$ cat src/hw/rtl/nsr_pkg.sv
// Types, codes and helper functions for the NMEA sentence receiver.
// No dependencies; imported by every module of the block.
`default_nettype none

package nsr_pkg;

    parameter int MAX_LENGTH = 128;

    localparam logic [7:0] MAX_LEN_C = 8'(MAX_LENGTH);
    localparam logic [7:0] LEN_LIMIT = 8'(MAX_LENGTH - 1);
    localparam logic [7:0] LEN_MIN   = 8'd10;

    localparam logic [7:0] CH_DOLLAR = 8'h24;
    localparam logic [7:0] CH_STAR   = 8'h2A;
    localparam logic [7:0] CH_CR     = 8'd13;

    // no-link code returned for unknown types
    localparam logic [1:0] LINK_NONE = 2'd3;

    typedef enum logic [1:0] {
        ST_VALID    = 2'd0,
        ST_LENGTH   = 2'd1,
        ST_CHECKSUM = 2'd2
    } status_t;

    typedef enum logic [3:0] {
        TY_UNKNOWN = 4'd0,
        TY_RMB     = 4'd1,
        TY_RMC     = 4'd2,
        TY_GGA     = 4'd3,
        TY_VTG     = 4'd4,
        TY_MWV     = 4'd5,
        TY_DPT     = 4'd6,
        TY_VHW     = 4'd7,
        TY_HDG     = 4'd8
    } stype_t;

    typedef enum logic [2:0] {
        CFG_NAV     = 3'd0,
        CFG_GNSS    = 3'd1,
        CFG_WIND    = 3'd2,
        CFG_DEPTH   = 3'd3,
        CFG_SPEED   = 3'd4,
        CFG_COMPASS = 3'd5
    } cfg_idx_t;

    typedef struct packed {
        logic [1:0] nav;
        logic [1:0] gnss;
        logic [1:0] wind;
        logic [1:0] depth;
        logic [1:0] speed;
        logic [1:0] compass;
    } route_cfg_t;

    typedef struct packed {
        logic        in_sentence;
        logic [7:0]  char_count;
        logic [7:0]  running_xor;
        logic [7:0]  xor_at_star;
        logic        star_seen;
        logic [1:0]  digits_after_star;
        logic [7:0]  checksum_digits;
        logic        digit_error;
        logic [23:0] type_chars;
    } link_state_t;

    typedef struct packed {
        logic       forward;
        logic       dispatch;
        stype_t     sentence_type;
        status_t    status;
        logic [7:0] length;
    } result_t;

    // Nibble value of a hex digit; bit 4 set when the character is not one.
    function automatic logic [4:0] hex_value(input logic [7:0] ch);
        logic [7:0] d;
        begin
            d = 8'd0;
            if (ch >= 8'h30 && ch <= 8'h39) begin
                d = ch - 8'h30;
                hex_value = {1'b0, d[3:0]};
            end else if (ch >= 8'h41 && ch <= 8'h46) begin
                d = ch - 8'h37;
                hex_value = {1'b0, d[3:0]};
            end else if (ch >= 8'h61 && ch <= 8'h66) begin
                d = ch - 8'h57;
                hex_value = {1'b0, d[3:0]};
            end else begin
                hex_value = 5'h10;
            end
        end
    endfunction

    function automatic stype_t decode_type(input logic [23:0] t);
        begin
            unique case (t)
                24'h524D42: decode_type = TY_RMB;
                24'h524D43: decode_type = TY_RMC;
                24'h474741: decode_type = TY_GGA;
                24'h565447: decode_type = TY_VTG;
                24'h4D5756: decode_type = TY_MWV;
                24'h445054: decode_type = TY_DPT;
                24'h564857: decode_type = TY_VHW;
                24'h484447: decode_type = TY_HDG;
                default:    decode_type = TY_UNKNOWN;
            endcase
        end
    endfunction

    function automatic logic [1:0] source_of(input stype_t ty, input route_cfg_t cfg);
        begin
            unique case (ty)
                TY_RMB:                 source_of = cfg.nav;
                TY_RMC, TY_GGA, TY_VTG: source_of = cfg.gnss;
                TY_MWV:                 source_of = cfg.wind;
                TY_DPT:                 source_of = cfg.depth;
                TY_VHW:                 source_of = cfg.speed;
                TY_HDG:                 source_of = cfg.compass;
                default:                source_of = LINK_NONE;
            endcase
        end
    endfunction

endpackage

`default_nettype wire

$ cat src/hw/rtl/nmea_sentence_receiver.sv
// NMEA sentence receiver: two-link framing, checksum check and routing flags.
// Path: a character taken from the slave side passes the input register, then
// the result register, before its result appears on the master side.
// Throughput: one item per cycle; the input register stalls only when the
// output register holds a result not yet taken.
// Reset (synchronous, aresetn low): both links leave any sentence, output
// empties, routing registers return to their reset values.
// Depends on nsr_pkg and nsr_char_step.
`default_nettype none

module nmea_sentence_receiver (
    input  wire logic       aclk,
    input  wire logic       aresetn,
    input  wire logic       s_tvalid,
    output logic            s_tready,
    input  wire logic [7:0] s_tdata,   // [7:0] char_in
    input  wire logic       s_tuser,   // [0] link
    output logic            m_tvalid,
    input  wire logic       m_tready,
    output logic [15:0]     m_tdata,   // [1:0] status, [5:2] sentence_type,
                                       // [6] dispatch, [7] forward, [15:8] length
    output logic            m_tuser,   // [0] out_link
    input  wire logic       cfg_wr_en,
    input  wire logic [2:0] cfg_index,
    input  wire logic [1:0] cfg_data
);
    import nsr_pkg::*;

    logic        in_valid_reg;
    logic        in_link_reg;
    logic [7:0]  in_char_reg;
    link_state_t link_st_reg [2];
    route_cfg_t  cfg_reg;
    logic        out_valid_reg;
    logic        out_link_reg;
    result_t     out_res_reg;

    link_state_t st_next;
    logic        step_res_valid;
    result_t     step_res;
    logic        out_stall;
    logic        advance;

    assign out_stall = out_valid_reg && !m_tready;
    assign advance   = in_valid_reg && !out_stall;
    assign s_tready  = !in_valid_reg || advance;

    nsr_char_step u_step (
        .st        (link_st_reg[in_link_reg]),
        .link      (in_link_reg),
        .ch        (in_char_reg),
        .cfg       (cfg_reg),
        .st_next   (st_next),
        .res_valid (step_res_valid),
        .res       (step_res)
    );

    always_ff @(posedge aclk) begin
        if (!aresetn) begin
            in_valid_reg <= 1'b0;
        end else if (s_tready) begin
            in_valid_reg <= s_tvalid;
        end
    end

    always_ff @(posedge aclk) begin
        if (s_tvalid && s_tready) begin
            in_link_reg <= s_tuser;
            in_char_reg <= s_tdata;
        end
    end

    always_ff @(posedge aclk) begin
        if (!aresetn) begin
            link_st_reg[0] <= '0;
            link_st_reg[1] <= '0;
        end else if (advance) begin
            link_st_reg[in_link_reg] <= st_next;
        end
    end

    always_ff @(posedge aclk) begin
        if (!aresetn) begin
            out_valid_reg <= 1'b0;
        end else if (!out_stall) begin
            out_valid_reg <= advance && step_res_valid;
        end
    end

    always_ff @(posedge aclk) begin
        if (advance && step_res_valid) begin
            out_link_reg <= in_link_reg;
            out_res_reg  <= step_res;
        end
    end

    always_ff @(posedge aclk) begin
        if (!aresetn) begin
            cfg_reg.nav     <= 2'd0;
            cfg_reg.gnss    <= 2'd1;
            cfg_reg.wind    <= 2'd2;
            cfg_reg.depth   <= 2'd2;
            cfg_reg.speed   <= 2'd2;
            cfg_reg.compass <= 2'd2;
        end else if (cfg_wr_en) begin
            unique case (cfg_index)
                CFG_NAV:     cfg_reg.nav     <= cfg_data;
                CFG_GNSS:    cfg_reg.gnss    <= cfg_data;
                CFG_WIND:    cfg_reg.wind    <= cfg_data;
                CFG_DEPTH:   cfg_reg.depth   <= cfg_data;
                CFG_SPEED:   cfg_reg.speed   <= cfg_data;
                CFG_COMPASS: cfg_reg.compass <= cfg_data;
                default:     ;
            endcase
        end
    end

    assign m_tvalid = out_valid_reg;
    assign m_tuser  = out_link_reg;
    assign m_tdata  = {out_res_reg.length, out_res_reg.forward, out_res_reg.dispatch,
                       out_res_reg.sentence_type, out_res_reg.status};

endmodule

`default_nettype wire

$ cat src/hw/rtl/nsr_char_step.sv
// Per-character framing update for one link: next state and optional result.
// Depends on nsr_pkg.
`default_nettype none

module nsr_char_step (
    input  wire nsr_pkg::link_state_t st,
    input  wire logic                 link,
    input  wire logic [7:0]           ch,
    input  wire nsr_pkg::route_cfg_t  cfg,
    output nsr_pkg::link_state_t      st_next,
    output logic                      res_valid,
    output nsr_pkg::result_t          res
);
    import nsr_pkg::*;

    logic [4:0] nib;
    logic [7:0] count_inc;
    stype_t     ty;
    status_t    stat;
    logic       disp;

    assign nib       = hex_value(ch);
    assign count_inc = st.char_count + 8'd1;
    assign ty        = decode_type(st.type_chars);

    always_comb begin
        if (st.char_count < LEN_MIN || st.char_count >= LEN_LIMIT) begin
            stat = ST_LENGTH;
        end else if (st.star_seen && st.digits_after_star == 2'd2 && !st.digit_error
                     && st.checksum_digits == st.xor_at_star) begin
            stat = ST_VALID;
        end else begin
            stat = ST_CHECKSUM;
        end
        disp = (stat == ST_VALID) && (ty != TY_UNKNOWN)
               && (source_of(ty, cfg) == {1'b0, link});
    end

    always_comb begin
        res.status        = stat;
        res.sentence_type = ty;
        res.dispatch      = disp;
        res.forward       = disp && (ty == TY_RMC || ty == TY_GGA || ty == TY_VTG);
        res.length        = st.char_count;
    end

    always_comb begin
        st_next   = st;
        res_valid = 1'b0;
        if (ch == CH_DOLLAR) begin
            st_next             = '0;
            st_next.in_sentence = 1'b1;
            st_next.char_count  = 8'd1;
        end else if (st.in_sentence) begin
            if (ch == CH_CR) begin
                res_valid           = 1'b1;
                st_next.in_sentence = 1'b0;
            end else begin
                // positions 3..5 carry the sentence type
                if (st.char_count >= 8'd3 && st.char_count <= 8'd5) begin
                    st_next.type_chars = {st.type_chars[15:0], ch};
                end
                if (ch == CH_STAR) begin
                    st_next.xor_at_star       = st.running_xor;
                    st_next.star_seen         = 1'b1;
                    st_next.digits_after_star = 2'd0;
                    st_next.checksum_digits   = 8'd0;
                    st_next.digit_error       = 1'b0;
                end else if (st.star_seen && st.digits_after_star != 2'd2) begin
                    st_next.checksum_digits   = {st.checksum_digits[3:0],
                                                 nib[4] ? 4'd0 : nib[3:0]};
                    st_next.digit_error       = st.digit_error | nib[4];
                    st_next.digits_after_star = st.digits_after_star + 2'd1;
                end
                st_next.running_xor = st.running_xor ^ ch;
                st_next.char_count  = count_inc;
                // overflow: drop silently
                if (count_inc >= MAX_LEN_C) begin
                    st_next.in_sentence = 1'b0;
                end
            end
        end
    end

endmodule

`default_nettype wire

$ cat config.mk
export PLATFORM = sky130hd
export DESIGN_NAME = nmea_sentence_receiver
export DESIGN_NICKNAME = d
export VERILOG_FILES = /design/src/hw/rtl/nsr_pkg.sv /design/src/hw/rtl/nmea_sentence_receiver.sv /design/src/hw/rtl/nsr_char_step.sv
export SDC_FILE = /design/constraint.sdc
export NUM_CORES = 1
export LEC_CHECK = 0
export ABC_AREA = 1
export BUFFER_PORTS_ARGS = -buffer_cell sky130_fd_sc_hd__buf_2
export CAP_MARGIN = 10
export CORE_MARGIN = 2
export CORE_UTILIZATION = 50
export CTS_CLUSTER_DIAMETER = 200
export CTS_CLUSTER_SIZE = 14
export DETAILED_ROUTE_END_ITERATION = 10
export HOLD_SLACK_MARGIN = 0.02
export PLACE_DENSITY = 0.67
export RECOVER_POWER = 50
export SYNTH_ARGS = -nofsm -noshare
export SYNTH_HDL_FRONTEND = slang
export SYNTH_HIERARCHICAL = 1
export SYNTH_SLANG_ARGS = --single-unit
$ cat constraint.sdc
create_clock -name aclk -period 3.5 [get_ports aclk]
set_input_delay 0.525 -clock aclk [delete_from_list [all_inputs] [get_ports aclk]]
set_output_delay 0.525 -clock aclk [all_outputs]
set_load 0.01 [all_outputs]
==> metrics.yaml <==
logic_synthesis:
  syn_area_sq_mm: 0.00901
  synthSimpleGateAreaFrac_pct: 20.7
  yosysWarnings: 6
  synth_cells: 988
  synth_edf_count: 148
  synth-compound-area-share_pct: 7.32
  synth_seq_cells: 163
  synth_async_sr_flop_share_pct: 0
  synth_cell_types: 37
  synth_nets: 1015
  muxShareOfSynthArea_pct: 7.63
  synth_top_family_by_area: "simple AND/OR/NAND/NOR gates"
  synth_top_area_share_pct: 49.3
  synth-xor-area-share_pct: 0.292
  synthTopCellsByArea: "edfxtp_1 49%, nor2_1 8.8%, mux2_2 7.6%"
  seq_area_frac_synth_pct: 52.7
  synthTopCellsByCount: "210 x nor2_1, 148 x edfxtp_1, 142 x inv_1"
  synthAdderAreaFrac_pct: 1.11
  synth_top_area_cell: "edfxtp_1"
  synth_ff_type: "edfxtp_1"
  syn_area_per_cell_sq_um: 9.12
  synth_most_common_cell: "nor2_1"
cts:
  clkSinkCount: 163
  numCtsBuffers: 17
  clk_latency_ns: 0.43
  cts_root_buffer: "clkbuf_16"
  h-tree-depth: 4
  cts_tree: "done"
  post_cts.repair.setup_buffers: 0
  clkTransAtPathRegs_ns: 0.07
  clockBufferDepth: 2
  ctsResizeCount: 0
  hold_buffers: 0
worst_setup_path:
  cp.required_ns: 3.80
  critPathMostFrequentCell: "nor2_1"
  r2r_cells: 14
  crit_type: "reg2reg"
  r2r_end: "m_tdata[7]$_DFFE_PP_"
  path_cells: "buf_12 -> mux2_2 -> inv_1 -> ha_1 -> nand3_1 -> nor2_1 -> nand2_1 -> nor2_1 -> nand3_1 -> nor2_1 -> nand3_2 -> nor2_2 -> nand4_2 -> nor2_2"
  arrival_ns: 3.30
  ff2ff_setup_slack_ns: 0.49
  cp-end-kind: "flip-flop"
  crit_path_max_incr_delay_ns: 0.58
  startpoint_type: "flip-flop"
  cpMaxStageDelayCell: "dfxtp_1"
  cp_max_fo: 53
min_path:
  hp-start: "s_tdata[4]"
  hold_end: "in_char_reg[4]$_DFFE_PP_"
  min_path_cells: 1
  hold_class: "in2reg"
final_layout:
  largest_reg_flops: 122
  fin_nets: 1036
  n_antenna_cell: 0
  fin_cells: 1251
  final_layout_size_suffix_gt1_share_pct: 15.5
  area_growth_pct: 8.63
  final_cell_area_sq_mm: 0.00978
  final_util_pct: 54.8
grt:
  gr-total-overflow: 0
  track_usage_pct: 20.1
  antenna_found_initial: 0
  grt_max_degree: 62
  grt_pass1_wl_um: 30900
  grt_pass1_vias: 6273
die:
  die_area_sq_mm: 0.0191
  rows: 49
  die_y_um: 138
  design.core.area_sq_mm: 0.0178
  start_util_pct: 50.5
  die_w_um: 138
  ios: 38
pwr:
  vdd_drop_max_mv: 0.494
  p_per_area_mw_per_mm2: 477
  leakagePower_uw: 0.00406
drt:
  route.detailed.drc: 0
  viasPerCell: 5.23
  dr.first_iter.drc_count: 560
  wirelength_um: 18900
  dr.pass1.iters: 5
  vias: 6547
  wl_per_cell_um: 15.1
  antenna_left: 0
timing:
  max_freq_mhz: 332
  finalCritPeriodShare_pct: 85.9
  fin_skew_ns: 0.0148
  slew_headroom_pct: -17.6
  tightest_slew_ns: 1.76
  finalCriticalPeriod_ns: 3.01
  setup_viol_count_final: 0
  tns_ns: 0
  finalMaxSlewViolations: 62
  final-hold-violation-count: 0
  rsz0062_at_grt: "no"
place:
  post_dp_cell_area_sq_mm: 0.00926
  dpl.cell_count: 1219
  portBuffers: 37
  gp_congestion: 0.911
  place_hpwl_um: 12100
status:
  status: "complete, but fails checks"
  violations: "max-capacitance violations, max-slew violations"
job:
  max-cap-violations: 1
worst max-delay path, delay by kind of cell, from the launching register on:
family	cells	cell delay (ns)
simple gates	10	1.26
flops	1	0.58
buf+inv	2	0.46
mux	1	0.37
fa+ha+maj	1	0.19
cell families (layout without fill, tap and decap cells):
group | Yosys count | count (layout)
AO/OA/AOI/OAI | 125 | 125
XOR/XNOR | 3 | 3
adder cells (fa/ha/maj) | 8 | 8
buffers and inverters | 201 | 235
flip-flops | 163 | 163
multiplexers | 61 | 61
AND/OR/NAND/NOR | 427 | 427
cell usage in the layout, fill, tap and decap left out, types with 2 or more instances in the layout:
cell type / instances
nor2_1: 210
edfxtp_1: 148
inv_1: 142
nand2_1: 129
a21oi_1: 61
mux2_2: 51
o21ai_0: 51
nand3_1: 37
clkbuf_1: 24
nor2_2: 17
clkbuf_16: 17
dfxtp_1: 15
buf_2: 14
inv_2: 14
nand4_1: 11
mux2_1: 10
ha_1: 8
nand2_2: 6
buf_4: 6
inv_6: 5
or2_2: 5
o21bai_1: 4
nand4_2: 3
o21ai_1: 3
bufinv_16: 2
clkinvlp_4: 2
inv_8: 2
clkinv_4: 2
nor2_4: 2
nor4_4: 2
nor3_1: 2
xor2_1: 2
metal layers:
metal	vias up	global-route usage [%]	routed length [um]
met3	24	3.81	782
li1	3266	-	-
met2	156	32.8	8990
met1	3101	27.2	8740
met5	-	0	0
met4	0	7.30	362
layout make-up:
type | instances | area, sq um
fillers | 1610 | 8060
flip-flops and latches | 163 | 4740
multi-input cells | 624 | 3330
inverters | 156 | 586
clock buffers | 18 | 439
well taps | 229 | 287
repair buffers | 47 | 238
clock inverters | 14 | 164
power by group:
part | total (uW) | switching, uW | internal [uW]
Combinational | 525 | 351 | 174
Clock | 1900 | 806 | 1090
Sequential | 2250 | 34.2 | 2210
how the worst max path moves through the flow:
| stage | cells past startpoint | startpoint | end |
|---|---|---|---|
| floorplan | 5 | m_tready | link_st_reg[1][0]$_SDFFCE_PN0P_ |
| global placement | 14 | flip-flop | m_tdata[7]$_DFFE_PP_ |
| detailed placement | 14 | flip-flop | m_tdata[7]$_DFFE_PP_ |
| CTS | 14 | flip-flop | m_tdata[7]$_DFFE_PP_ |
| global route | 12 | flip-flop | link_st_reg[1][25]$_SDFFCE_PN0P_ |
| finish | 14 | flip-flop | m_tdata[7]$_DFFE_PP_ |
metrics by stage:
stage | setup slack, ns | hold WS, ns | power (uW)
after CTS | 0.656 | 0.250 | 4710
after floorplan | 0.670 | 0.442 | 2700
after global placement | 0.762 | 0.461 | 2810
final | 0.492 | 0.266 | 4670
after global routing | 0.245 | 0.247 | 4850
after detailed placement | 0.693 | 0.470 | 2820
Note: power is estimated with default switching activity, not from simulation.
